$ cat config.mk
export PLATFORM = sky130hd
export DESIGN_NAME = apq_best
export DESIGN_NICKNAME = d
export VERILOG_FILES = /design/src/rtl/apq_pkg.sv /design/src/rtl/apq_best.sv
export SDC_FILE = /design/constraint.sdc
export NUM_CORES = 1
export LEC_CHECK = 0
export ABC_AREA = 1
export BUFFER_PORTS_ARGS = -buffer_cell sky130_fd_sc_hd__buf_2
export CORE_ASPECT_RATIO = 1.25
export CORE_MARGIN = 2
export CORE_UTILIZATION = 35
export CTS_BUF_LIST = sky130_fd_sc_hd__clkbuf_4 sky130_fd_sc_hd__clkbuf_8
export DETAILED_ROUTE_END_ITERATION = 8
export HOLD_SLACK_MARGIN = 0.03
export SYNTH_ARGS = -nofsm -noshare
export SYNTH_HDL_FRONTEND = slang
export SYNTH_SLANG_ARGS = --single-unit
$ cat constraint.sdc
create_clock -name clk -period 4.6 [get_ports clk]
set_input_delay 0.23 -clock clk [delete_from_list [all_inputs] [get_ports clk]]
set_output_delay 0.23 -clock clk [all_outputs]
set_load 0.005 [all_outputs]
$ cat src/rtl/apq_pkg.sv
// Package for the array priority queue: sizes, codes and shared types.
// No dependencies; every other file except apq_ram imports it.
package apq_pkg;

    localparam int DEPTH  = 8;
    localparam int IDX_W  = (DEPTH > 1) ? $clog2(DEPTH) : 1;
    localparam int CNT_W  = $clog2(DEPTH + 1);
    localparam int DATA_W = 32;
    localparam int OCC_W  = 4;

    typedef enum logic
    {
        MODE_ENQ = 1'b0,
        MODE_DEQ = 1'b1
    } mode_t;

    typedef enum logic [1:0]
    {
        ST_INSERTED = 2'd0,
        ST_FULL     = 2'd1,
        ST_REMOVED  = 2'd2,
        ST_EMPTY    = 2'd3
    } status_t;

    typedef struct packed
    {
        logic signed [DATA_W-1:0] pri;
        logic signed [DATA_W-1:0] val;
    } entry_t;

    localparam int ENTRY_W = $bits(entry_t);

    typedef struct packed
    {
        logic             load;
        logic [IDX_W-1:0] idx;
    } best_ctrl_t;

endpackage

$ cat src/rtl/apq_best.sv
// Running best-entry tracker with the shared signed priority comparator.
// Depends on apq_pkg.
module apq_best import apq_pkg::*;
(
    input  logic             clk,
    input  best_ctrl_t       ctrl,
    input  entry_t           entry,
    output logic [IDX_W-1:0] best_idx,
    output entry_t           best_entry
);

    logic [IDX_W-1:0] best_idx_reg;
    logic [IDX_W-1:0] best_idx_next;
    entry_t           best_entry_reg;
    entry_t           best_entry_next;
    logic             take;

    // first entry always loads; later ones only on strictly greater priority
    assign take = ctrl.load && ((ctrl.idx == '0) || (entry.pri > best_entry_reg.pri));

    always_comb
    begin
        best_idx_next   = best_idx_reg;
        best_entry_next = best_entry_reg;
        if (take)
        begin
            best_idx_next   = ctrl.idx;
            best_entry_next = entry;
        end
    end

    always_ff @(posedge clk)
    begin
        best_idx_reg   <= best_idx_next;
        best_entry_reg <= best_entry_next;
    end

    assign best_idx   = best_idx_reg;
    assign best_entry = best_entry_reg;

endmodule

# == Word-level counts from Yosys, hierarchy flattened ==
# Index checks and enable logic that the tools add are counted.
# word_totals
elab_cells,7
romBits,0
ff_bits,67
input_bits,69
ram_bits,0
memories,0
latchBits,0
output_inout_bits,67
# op_classes
addsub,0
n_reduce_logical,3
magnitude_cmp,1
multipliers,0
bitwise,0
muxes,0
n_eq_ne,0
n_shift,0
div,0
# op_table
cell,n
$gt A32 B32 Y1,1
$logic_not A3 Y1,1
$logic_and A1 B1 Y1,1
$logic_or A1 B1 Y1,1

# == Longest topological paths before layout ==
# logic_depth
word_depth,3
depth_mapped,16
mapped_depth_nobuf,16

# == Worst setup path before layout ==
# OpenSTA, ideal clock, no wires.
# synth_timing
path_type,register to register
start,register best_entry_reg (netlist bit best_entry[63])
end,"register best_entry_reg (netlist bit best_entry[0]), enable pin"
stages_incl_launch_ff,11
setup_time_ns,0.448
n_path_buf,0
synth_period_minus_slack_ns,3.760
path_slack_ns,0.840
arrival_ns,3.311
required_time_ns,4.152
cell_sequence,edfxtp_1 > inv_1 > ha_1 > nand2_1 > nor2_2 > nand2_2 > nor3b_2 > nand2_1 > nand3_1 > nand3_2 > a21oi_2
# synth_between
elab_chain_cells,3
# synth_rtl
item,line_no,rtl
"start, declared",apq_best.sv:14,entry_t best_entry_reg;
"start signal, assigned",apq_best.sv:35,best_entry_reg <= best_entry_next;
$gt A32 B32 Y1,apq_best.sv:19,assign take = ctrl.load && ((ctrl.idx == '0) || (entry.pri > best_entry_reg.pri));
$logic_or A1 B1 Y1,apq_best.sv:19,
$logic_and A1 B1 Y1,apq_best.sv:19,
named net take,apq_best.sv:16,logic take;
# The timed path passes the listed nets, and every way through them passes these cells.
# A chain may end at the register's enable or synchronous reset.

# == Final worst setup path ==
# layout_timing
start,register best_entry_reg (netlist bit best_entry[55])
end,"register best_entry_reg (netlist bit best_entry[3]), enable pin"
# Same word-level chain as after synthesis.

==> results.json <==
{
  "area_growth_pct": 34.2,
  "status": "complete, no violations",
  "cts_tree": "built",
  "grt_util_all_layers_pct": 13.0,
  "clkTransAtPathRegs_ps": 70,
  "hold_class": "primary input to register",
  "setup_viol": 0,
  "layout_setup_ws_ps": 1660,
  "cts_buffer_depth": 2,
  "finalClockSkew_ps": 8.76,
  "cp.arrival_ps": 2960,
  "ioPinCount": 136,
  "die-height_um": 107,
  "rr_worst_depth": 11,
  "post-cts-setup-buffer-count": 0,
  "clockPowerShare_pct": 32.0,
  "syn_area_um2": 2950,
  "stdcell_area_um2": 3970,
  "syn_avg_cell_area_um2": 13.6,
  "holdCritStartpoint": "entry[9]",
  "finalCriticalPeriod_ps": 2940,
  "finalPower_mw": 1.46,
  "synth.distinct_cells": 22,
  "p_leak_nw": 1.89,
  "coreArea_um2": 8190,
  "setup_tns_ps": 0,
  "synth_warnings": 0,
  "nNetsFinal": 466,
  "cts.sinks": 67,
  "fmax_ghz": 0.340,
  "cp_slowest_cell": "a21oi_4",
  "syn-num-nets": 319,
  "clockRootBuffer": "clkbuf_8",
  "m1WireLength_mm": 2.49,
  "r2r-end": "best_entry[3]",
  "postCtsResizedCells": 0,
  "die_w_um": 86.2,
  "cts_hold_buf": 0,
  "synth-seq-cells": 67,
  "largest_register_ffs": 64,
  "route.met3.wl_um": 498,
  "highest_layer": "met4",
  "max_cap_violations": 0,
  "post_dp_cell_area_um2": 3780,
  "p_per_area_nw_per_um2": 369,
  "hold_viol": 0,
  "switching_share_pct": 24.9,
  "rsz0062_at_grt": "no",
  "cts_buffers": 9,
  "final_common_cell": "buf_2",
  "path_max_fanout": 40,
  "drive_gt1_share_pct": 45.0,
  "path_cells": "inv_1 > ha_1 > nand2_1 > nor2_2 > nand3_4 > nor3b_2 > nand2_1 > nand3_1 > nand3_2 > a21oi_4 > buf_12",
  "timing.final.crit_share_pct": 63.9,
  "seq_area_frac_synth_pct": 68.1,
  "drv_slew": 0,
  "dp_hpwl_mm": 4.63,
  "critical_path_class": "register to register",
  "place.gp.congestion": 0.746,
  "grt_pass1_vias": 2053,
  "p_sw_mw": 0.364,
  "seqPwrFrac_pct": 52.2,
  "grt-ovfl-total": 0,
  "worstPathRequired_ps": 4620,
  "r2r_start": "best_entry[55]",
  "final_util_pct": 48.4,
  "hold_end": "best_entry[9]",
  "maxSlewHeadroom_pct": 33.3,
  "ant_nets": 0,
  "holdPathStages": 1,
  "fp-row-count": 37,
  "synth_cells": 218,
  "drc": 0,
  "antenna_found_initial": 0,
  "cpMostUsedCell": "nand2_1",
  "end_kind": "register",
  "port_buffers": 135,
  "viasPerCell": 4.45,
  "first_pass_iters": 4,
  "pre_cts_ws_ps": 1630,
  "drt-wirelength-per-cell_um": 12.7,
  "ctsHtreeMaxLevel": 3,
  "start_util_pct": 36.1,
  "grt_pass1_wl_mm": 9.16,
  "grt_max_degree": 41,
  "pwr-share-comb_pct": 15.8,
  "r2r_setup_slack_ps": 1660,
  "internal-power_mw": 1.10,
  "cp-start-kind": "register",
  "antennaDiodeCount": 0,
  "final_cell_mix": "buf_2 (135), edfxtp_1 (67), inv_1 (37), nand2_1 (37), ha_1 (32)",
  "design.die.area_um2": 9200,
  "cp_slowest_stage_delay_ps": 780,
  "ir_worst_vdd_mv": 0.181,
  "tightest_slew_ps": 999,
  "wl_mm": 5.91,
  "drtIter0Drc": 32,
  "clock_latency_ps": 340,
  "num_vias": 2075,
  "wl_met2_mm": 2.78
}
through the flow:
stage	hold slack, ps	std cells
after floorplan	329	218
after global placement	408	451
after detailed placement	408	451
after CTS	42.6	466
after global routing	49.5	466
final	63.1	466
power groups by stage:
stage | Combinational (mW) | Clock (mW) | Sequential (mW)
finish | 0.232 | 0.468 | 0.764
global route | 0.266 | 0.508 | 0.769
CTS | 0.239 | 0.488 | 0.765
detailed placement | 0.238 | 0 | 0.778
global placement | 0.235 | 0 | 0.776
floorplan | 0.107 | 0 | 0.789
logic make-up (layout without fill, tap and decap cells):
group,count (synthesis),after routing,synth area share (%)
AOI/OAI and AO/OA,20,20,3.94
adders and majority gates,32,32,13.6
buffers and inverters,42,193,5.42
DFF,67,67,68.1
and+or+nand+nor,57,57,8.98
worst max-delay path: cells and delay by family, from the launching register on:
family	cells	cell delay (ps)
and+or+nand+nor	7	810
AOI/OAI and AO/OA	1	780
buffers and inverters	2	370
DFF	1	340
adders and majority gates	1	280
metal layers:
metal | up-vias | GRT usage, %
met4 | 0 | 7.03
met3 | 10 | 3.23
li1 | 1041 | -
met5 | - | 0
met1 | 931 | 15.8
met2 | 93 | 21.1
synthesized netlist by cell type:
| cell | instances | area, um2 |
|---|---|---|
| nor2_1 | 7 | 26.3 |
| nand2_2 | 2 | 12.5 |
| o21ai_0 | 2 | 10.0 |
| nand4_1 | 2 | 12.5 |
| nor2_2 | 3 | 18.8 |
| clkinv_1 | 1 | 3.75 |
| inv_4 | 1 | 6.26 |
| o21a_1 | 1 | 7.51 |
| a21o_1 | 1 | 7.51 |
| or3_1 | 1 | 6.26 |
| nand3_4 | 1 | 17.5 |
| nand2_1 | 37 | 139 |
| ha_1 | 32 | 400 |
| edfxtp_1 | 67 | 2010 |
| nand3_2 | 1 | 10.0 |
| nand3_1 | 2 | 10.0 |
| inv_1 | 37 | 139 |
| a21oi_2 | 2 | 17.5 |
| o21a_2 | 1 | 8.76 |
| inv_2 | 3 | 11.3 |
| nor3b_2 | 1 | 12.5 |
| a21oi_1 | 13 | 65.1 |
layout make-up:
type	instances	area, um2
Sequential cell	67	2010
Inverter	42	160
Clock buffer	10	131
Clock inverter	5	55.1
Timing Repair Buffer	136	696
Multi-Input combinational cell	109	790
Fill cell	765	4230
Tap cell	97	121
worst max path at each step:
stage	end	cells after the start	start	slack, ps
6_report	best_entry[3]	11	best_entry[55]	1660
5_1_grt	best_entry[48]	11	best_entry[55]	1380
3_5_place_dp	best_entry[49]	11	best_entry[63]	1630
4_1_cts	best_entry[3]	11	best_entry[55]	1610
2_1_floorplan	best_entry[0]	10	best_entry[63]	840
3_3_place_gp	best_entry[29]	13	best_entry[39]	1680
No activity file was read; power rests on OpenSTA's default activity.
