[src/rtl/apq_ram.sv]
// Generic single-write, single-read RAM with registered read data.
// No dependencies.
module apq_ram #(
    parameter int WIDTH = 64,
    parameter int DEPTH = 8
) (
    input  logic                                   clk,
    input  logic                                   wr_en,
    input  logic [((DEPTH > 1) ? $clog2(DEPTH) : 1)-1:0] wr_addr,
    input  logic [WIDTH-1:0]                       wr_data,
    input  logic                                   rd_en,
    input  logic [((DEPTH > 1) ? $clog2(DEPTH) : 1)-1:0] rd_addr,
    output logic [WIDTH-1:0]                       rd_data
);

    logic [WIDTH-1:0] mem_reg [DEPTH];
    logic [WIDTH-1:0] rd_data_reg;

    always_ff @(posedge clk)
    begin
        if (wr_en)
        begin
            mem_reg[wr_addr] <= wr_data;
        end
        if (rd_en)
        begin
            rd_data_reg <= mem_reg[rd_addr];
        end
    end

    assign rd_data = rd_data_reg;

endmodule

[config.mk]
export PLATFORM = sky130hd
export DESIGN_NAME = apq_ram
export DESIGN_NICKNAME = d
export VERILOG_FILES = /design/src/rtl/apq_ram.sv
export SDC_FILE = /design/constraint.sdc
export NUM_CORES = 1
export LEC_CHECK = 0
export BUFFER_PORTS_ARGS = -buffer_cell sky130_fd_sc_hd__buf_4
export CAP_MARGIN = 10
export CORE_MARGIN = 10
export CORE_UTILIZATION = 55
export DETAILED_ROUTE_END_ITERATION = 8
export PLACE_DENSITY = 0.7
export SLEW_MARGIN = 20
export SYNTH_ARGS = -nofsm -noshare
export SYNTH_HDL_FRONTEND = slang
export SYNTH_SLANG_ARGS = --single-unit
[constraint.sdc]
create_clock -name clk -period 11.53 [get_ports clk]
set_clock_uncertainty 0.05 [all_clocks]
set_input_delay 2.306 -clock clk [delete_from_list [all_inputs] [get_ports clk]]
set_output_delay 2.306 -clock clk [all_outputs]
set_load 0.01 [all_outputs]
-- Word level (Yosys, flattened, before mapping)
Memories as Yosys holds them, arrays and structs flattened. A register that Yosys moved wholly into a read port is not among the register bits.
Index checks and enable logic that the tools add are counted.
- muxes and demuxes: 2
- operators by type and width (kind ; number):
    1-bit 2-to-1 mux ; 2
- bits in registers: 0
- RAM bits: 512
- input port bits: 73
- logic and storage cells: 3
- memories: 1
- memory list (memory ; words ; width ; read ports ; clocked after memory_dff ; write ports ; line ; RTL):
    mem_reg ; 8 ; 64 ; 1 ; 1 ; 1 ; 16 ; logic [WIDTH-1:0] mem_reg [DEPTH];

-- Logic depth before layout (Yosys ltp)
Gate-level depths: netlist (run 1).
- word-level depth: 2
- gate-level depth with buffers: 4
- gate-level depth less buffers: 2

-- Least setup slack after synthesis (run 1)
OpenSTA, ideal clock, no wires.
- path type: input -> register
- start point: input port wr_addr[2] (netlist bit)
- end point: memory mem_reg[0][0], enable pin
- library setup time: 0.565 ns
- data arrival time: 6.836 ns
- data required time: 10.915 ns
- setup slack: 4.078 ns
- stages: 2
- buffers on the path: 0
- cell sequence: nand2b_1 > nor3_1
- RTL lines (what ; line ; RTL):
    from (decl) ; 9 ; input logic [((DEPTH > 1) ? $clog2(DEPTH) : 1)-1:0] wr_addr,
    to (decl) ; 16 ;
No word-level cell before the write port.

==> summary.txt, run 1 <==
Cells and area
  – Fin nets: 1064
  – Max reg flops: 512
  – Fill cells: 2501
  – Final core occ: 0.647
  – Most common library cell in the layout ignoring fill and taps: edfxtp_1
  – Non-Filler Instances: 1544
  – Share of layout cells above drive strength 1: 0.415
  – Area of the multi-input gates: 3720 um2
  – Register area: 17300 um2
  – Finished Cell Area: 24500 um2
  – Most frequent cells in the layout: 576 x edfxtp_1, 151 x buf_4, 128 x mux4_2
  – Area Overhead vs Synth: 15.6%

Drt
  – Initial DRC count: 712
  – Routed len/inst: 25.6 um
  – Final antenna-violating net count: 0
  – 1st-pass router iterations: 5
  – DRC viols: 0
  – Vias: 8963
  – Via density: 5.81
  – DRT Wirelength: 39.5 mm

Min path
  – Hold EP: rd_data[17]
  – Hold Crit Class: register to register
  – Worst Hold Depth: 2
  – Hold Crit Start: mem_reg[6][17]

Global route
  – First-pass GRT wire length: 60.1 mm
  – GRT Total Usage: 0.171
  – Total global routing overflow: 0
  – Antenna violations before repair: 3
  – Largest net degree at the start of global routing: 81
  – Vias in the first global route: 9621

Floorplanning
  – Die Y: 216 um
  – Row count: 71
  – Initial Util: 0.560
  – Die W: 216 um
  – Core area: 37800 um2
  – IO Pins: 137
  – Die footprint: 46800 um2

Clock network
  – Clock edge transition at the registers on the reported setup and hold paths: 0.06 ns
  – Inserted Clock Buffers: 55
  – Setup Buffers After CTS: 0
  – CTS tree: built
  – CTS resizes: 0
  – Clock latency on the worst-skew pair: 0.58 ns
  – Clock Path Buffers: 3
  – H-tree depth: 2
  – Root buffer cell: clkbuf_16
  – CTS Hold Bufs: 0
  – TritonCTS sink count: 576

Setup path
  – CP Data Arrival Time: 4.82 ns
  – R2R depth: 2
  – RR Endpoint: rd_data[8]
  – Worst setup path class: input pin to register
  – Cell chain of the critical path: buf_8 -> buf_4 -> mux4_2 -> mux2_2
  – Worst-path maximum fanout: 80
  – R2r setup slk: 10.10 ns
  – Crit. End Element: register
  – Crit path required time: 11.81 ns
  – Critical path's top delay family: buffers and inverters
  – Crit path buf inv count: 2
  – Worst Setup Start Kind: input pin
  – Slowest stage delay, CP: 0.90 ns
  – FF-to-FF Start: mem_reg[6][8]
  – Slowest cell on crit path: buf_4

Power and ir drop
  – Net Sw Frac: 0.198
  – Sw Pwr: 859 uW
  – Maximum VDD drop: 0.147 mV
  – Clock Power Share: 0.388
  – LEAKAGE: 7.94 nW
  – Power per cell area: 177 nW/um2
  – Logic pwr share: 0.054
  – Internal power: 3.47 mW
  – Final Power: 4.33 mW
  – Flop pwr share: 0.558

Placement
  – Routability Congestion: 0.678
  – Post-DP Area: 22800 um2
  – IO buf count: 136
  – DP HPWL: 20.3 mm
  – Placed insts: 1445

STA
  – Sum of negative setup slack: 0 ns
  – Final setup viols: 0
  – RSZ-0062 raised after global routing: false
  – Period minus WS final: 4.54 ns
  – Measured slew at the worst slew-check pin: 1.01 ns
  – Slew Limit Fails: 0
  – Period utilization: 0.394
  – Slew margin rel.: 0.329
  – Peak Freq: 220 MHz
  – Final count of hold timing violations: 0

Synthesis
  – Post-Synthesis Cells: 816
  – Area fraction of the dominant cell type after synthesis: 0.816
  – Syn Nets: 889
  – Synth Register Bits: 576
  – Synth area leader: edfxtp_1
  – Synth Area per Inst: 26.0 um2
  – Top cells by area, synth: edfxtp_1 82%, mux4_2 14%, mux2_2 3.4%, buf_6 0.58%, buf_1 0.16%
  – Mapped cell area: 21200 um2
  – Syn. warnings: 0
  – Seq/Total Area, Yosys: 0.816
  – Netlist cell types: 12

Status
  – Status: complete, no violations

Job
  – Maxcap violations: 0
## synth_stat cells
master    instances
mux2_2           64
mux4_2          128
buf_2             3
buf_4             3
nor2_1            6
nor3_1            2
edfxtp_1        576
buf_1             9
nand2_1           2
buf_6            11
clkbuf_1          9
nand2b_1          3
## worst min-delay path, delay by kind of cell (launching register included)
kind	cells	cell delay (ns)
multiplexers	2	0.35
flip-flops	1	0.31
## per-stage QoR
step | hold slack, ns | setup slack [ns]
floorplan | 0.682 | 4.08
global placement | 0.690 | 6.30
detailed placement | 0.696 | 6.25
CTS | 0.709 | 6.86
global route | 0.721 | 6.71
finish | 0.704 | 6.99
## power groups by stage
stage | clock (mW) | sequential [mW] | combinational, mW
detailed placement | 0 | 2.46 | 0.240
global placement | 0 | 2.46 | 0.235
floorplan | 0 | 2.46 | 0.124
CTS | 1.72 | 2.42 | 0.240
global route | 1.80 | 2.42 | 0.254
finish | 1.68 | 2.42 | 0.233
## worst max-delay path by stage
stage          startpoint             to  slack, ns  depth (start not counted)
4_1_cts        rd_addr[0]    rd_data[48]       6.86                          4
2_1_floorplan  wr_addr[2]  mem_reg[0][0]       4.08                          2
3_5_place_dp   rd_addr[0]    rd_data[48]       6.25                          4
5_1_grt        rd_addr[0]    rd_data[48]       6.71                          4
3_3_place_gp   rd_addr[0]    rd_data[53]       6.30                          4
6_report       rd_addr[0]    rd_data[48]       6.99                          4
## layer usage
| layer | vias to the layer above | share of wire | track usage |
|---|---|---|---|
| li1 | 3868 | - | - |
| met1 | 4769 | 0.43 | 0.242 |
| met2 | 276 | 0.48 | 0.262 |
| met3 | 46 | 0.074 | 0.0465 |
| met4 | 4 | 0.016 | 0.0424 |
| met5 | - | 0.00086 | 0 |
## cells by family after synthesis
logic type,count (synthesis),synth area share
flops,576,0.816
mux,192,0.170
buf+inv,35,0.0108
simple gates,13,0.00278
## layout make-up
type,instances,share of cell area
flip-flops and latches,576,0.706
well taps,511,0.0261
clock buffers,66,0.0596
multi-input cells,205,0.152
clock inverters,32,0.00909
repair buffers,153,0.0473
diodes,1,0.000102
(Power assumes the default switching activity.)
==> run 2: changes to the inputs <==
--- a/config.mk
+++ b/config.mk
@@ -5,6 +5,7 @@
 export SDC_FILE = /design/constraint.sdc
 export NUM_CORES = 1
 export LEC_CHECK = 0
+export ABC_AREA = 1
 export BUFFER_PORTS_ARGS = -buffer_cell sky130_fd_sc_hd__buf_4
 export CAP_MARGIN = 10
 export CORE_MARGIN = 10
==> constraint.sdc (replaced) <==
create_clock -name clk -period 4.5 [get_ports clk]
set_clock_uncertainty 0.05 [all_clocks]
set_input_delay 0.9 -clock clk [delete_from_list [all_inputs] [get_ports clk]]
set_output_delay 0.9 -clock clk [all_outputs]
set_load 0.01 [all_outputs]
==> summary.txt, run 2 <==
Power and ir drop
  – Maximum VDD drop: 0.281 mV (+91%)
  – Clock Power Share: 0.399 (+0.011)
  – LEAKAGE: 12.5 nW (+58%)
  – Internal power: 9.09 mW (+160%)
  – Final Power: 11.6 mW (+170%)
  – Flop pwr share: 0.533 (-0.025)
  – Net Sw Frac: 0.216 (+0.0172)
  – Sw Pwr: 2.50 mW (+190%)
  – Power per cell area: 419 nW/um2 (+140%)
  – Logic pwr share: 0.067 (+0.013)

Clock network
  – CTS resizes: 0 (unchanged)
  – Clock Path Buffers: 3 (unchanged)
  – CTS Hold Bufs: 0 (unchanged)
  – Root buffer cell: clkbuf_16
  – Clock latency on the worst-skew pair: 0.61 ns (+0.03 ns)
  – H-tree depth: 2 (unchanged)
  – Clock edge transition at the registers on the reported setup and hold paths: 0.06 ns (about the same)
  – CTS tree: built
  – TritonCTS sink count: 576 (unchanged)
  – Setup Buffers After CTS: 0 (unchanged)
  – Inserted Clock Buffers: 56 (+1.8%)

Synthesis
  – Synth Area per Inst: 10.6 um2 (-59%)
  – Seq/Total Area, Yosys: 0.712 (-0.105)
  – Top cells by area, synth: edfxtp_1 71%, nand2_1 13%, inv_1 8.0%, nand3_1 5.3%, buf_2 1.1%
  – Syn Nets: 2367 (+170%)
  – Commonest cells post-synth: 838 x nand2_1, 576 x edfxtp_1, 516 x inv_1
  – Mapped cell area: 24300 um2 (+15%)
  – Netlist cell types: 11 (-1)
  – Ys async rst share: 0 (unchanged)
  – Synth Register Bits: 576 (unchanged)
  – Area fraction of the dominant cell type after synthesis: 0.712 (-0.105)
  – Post-synth top flop: edfxtp_1
  – Number of flops mapped to enable cells by yosys: 576 (unchanged)
  – Post-Synthesis Cells: 2294 (+180%)
  – Most frequent cell after synthesis: nand2_1
  – Syn. warnings: 0 (unchanged)
  – Synth area leader: edfxtp_1

Cells and area
  – Finished Cell Area: 27700 um2 (+13%)
  – Area of the multi-input gates: 4520 um2 (+22%)
  – Share of layout cells above drive strength 1: 0.102 (-0.312)
  – Fill cells: 3274 (+31%)
  – Max reg flops: 512 (unchanged)
  – Most common library cell in the layout ignoring fill and taps: nand2_1
  – Fin nets: 2489 (+130%)
  – Area Overhead vs Synth: 13.9%
  – Non-Filler Instances: 3048 (+97%)
  – Most frequent cells in the layout: 838 x nand2_1, 576 x edfxtp_1, 515 x inv_1
  – Register area: 17300 um2 (unchanged)

Global route
  – Largest net degree at the start of global routing: 91 (+12%)
  – Total global routing overflow: 0 (unchanged)
  – First-pass GRT wire length: 82.2 mm (+37%)
  – Vias in the first global route: 15100 (+57%)
  – Antenna violations before repair: 4 (+1)
  – GRT Total Usage: 0.197 (+0.0258)

Placement
  – Post-DP Area: 25800 um2 (+13%)
  – IO buf count: 136 (unchanged)
  – DP HPWL: 27.4 mm (+35%)
  – Placed insts: 2943 (+100%)
  – Routability Congestion: 0.776 (+15%)

Floorplanning
  – Die Y: 230 um (+6.4%)
  – IO Pins: 137 (unchanged)
  – Row count: 76 (+7.0%)
  – Core area: 43400 um2 (+15%)
  – Initial Util: 0.560 (about the same)
  – Die footprint: 53000 um2 (+13%)
  – Die W: 230 um (+6.4%)

STA
  – Period utilization: 0.561
  – Peak Freq: 396 MHz
  – Final count of hold timing violations: 0 (unchanged)
  – Sum of negative setup slack: 0 ns (unchanged)
  – Final setup viols: 0 (unchanged)
  – Min Hold Slack: 0.466 ns (-0.238 ns)
  – Period minus WS final: 2.52 ns
  – Slew Limit Fails: 0 (unchanged)
  – RSZ-0062 raised after global routing: false
  – Measured slew at the worst slew-check pin: 1.06 ns (+0.0585 ns)
  – Slew margin rel.: 0.290 (-0.0390)

Drt
  – Routed len/inst: 17.3 um (-32%)
  – DRC viols: 0 (unchanged)
  – 1st-pass router iterations: 7 (+2)
  – Vias: 15300 (+71%)
  – Via density: 5.02 (-14%)
  – Initial DRC count: 1330 (+87%)
  – DRT Wirelength: 52.7 mm (+33%)
  – Final antenna-violating net count: 0 (unchanged)

Setup path
  – Cell chain of the critical path: clkbuf_8 -> buf_4 -> nand2_1 -> nand3_1 -> nand2_1 -> nand2_1 -> nand2_1
  – FF-to-FF Start: mem_reg[6][22]
  – Slowest cell on crit path: buf_4
  – CP Launch Point: rd_addr[0]
  – Slowest stage delay, CP: 0.84 ns (-0.06 ns)
  – R2r setup slk: 3.35 ns (-6.75 ns)
  – Worst-path maximum fanout: 90 (+13%)
  – R2R depth: 6 (+4)
  – Worst setup path class: input pin to register
  – Worst Setup Start Kind: input pin
  – RR Endpoint: rd_data[22]
  – Crit path required time: 4.81 ns (-7.00 ns)
  – Crit. End Element: register
  – Crit path to: rd_data[45]
  – CP Data Arrival Time: 2.83 ns (-1.99 ns)
  – CP most frequent cell: nand2_1

Job
  – Maxcap violations: 0 (unchanged)

Min path
  – Hold Crit Class: input pin to register

Status
  – Status: complete, no violations
[run 2: cell count changes in the layout (fill, tap and decap cells not counted), moves of 3 or more]
cell | previous run | this run
nand2b_1 | 3 | 0
mux4_2 | 128 | 0
mux2_2 | 64 | 0
nand3_1 | 0 | 256
bufinv_16 | 3 | 7
nand2_1 | 2 | 838
inv_6 | 0 | 3
inv_1 | 0 | 515
buf_12 | 0 | 10
[run 2: power by group through the flow]
| stage | sequential (mW) | clock (mW) | combinational (mW) |
|---|---|---|---|
| 6_report | 6.18 | 4.63 | 0.779 |
| 3_3_place_gp | 6.29 | 0 | 0.760 |
| 4_1_cts | 6.18 | 4.72 | 0.788 |
| 2_1_floorplan | 6.32 | 0 | 0.427 |
| 5_1_grt | 6.20 | 4.91 | 0.878 |
| 3_5_place_dp | 6.30 | 0 | 0.782 |
[run 2: worst min-delay path by stage]
stage,slack [ns],cells past startpoint,to,start
after global routing,0.45,1,mem_reg[7][21],wr_data[21]
after floorplan,0.61,6,rd_data[62],mem_reg[4][62]
after detailed placement,0.64,6,rd_data[42],mem_reg[0][42]
after CTS,0.43,1,mem_reg[7][21],wr_data[21]
after global placement,0.63,6,rd_data[63],mem_reg[5][63]
final,0.47,1,mem_reg[5][21],wr_data[21]
[run 2: layout make-up]
class / count / share of cell area
Antenna cell: 1 / 0.0000904
Clock buffer: 66 / 0.0528
Clock inverter: 38 / 0.0129
Inverter: 518 / 0.0705
Multi-Input combinational cell: 1102 / 0.163
Sequential cell: 576 / 0.625
Tap cell: 585 / 0.0265
Timing Repair Buffer: 162 / 0.0488
[run 2: kinds of logic (layout without fill, tap and decap cells)]
family / Yosys count / in the layout / share of synthesized area
other cells: 0 / 1 / 0
buf+inv: 616 / 784 / 0.105
flops: 576 / 576 / 0.712
simple gates: 1102 / 1102 / 0.183
[run 2: per-layer routing]
metal  GRT usage  vias up  wire length, um
li1            -     7421                -
met1       0.252     7267            22200
met2       0.330      499            25400
met3      0.0374      100             3670
met4      0.0711        6             1300
met5           0        -               33
[run 2: through the flow]
step            util  setup WS, ns
2_1_floorplan      -         0.245
3_3_place_gp   0.596          1.49
3_5_place_dp   0.596          1.42
4_1_cts        0.638          2.06
5_1_grt        0.638          1.84
6_report       0.638          1.98
[run 2: critical path: cells and delay by family]
kind	cells	cell delay [ns]
buffers and inverters	2	1.33
AND/OR/NAND/NOR	5	0.48
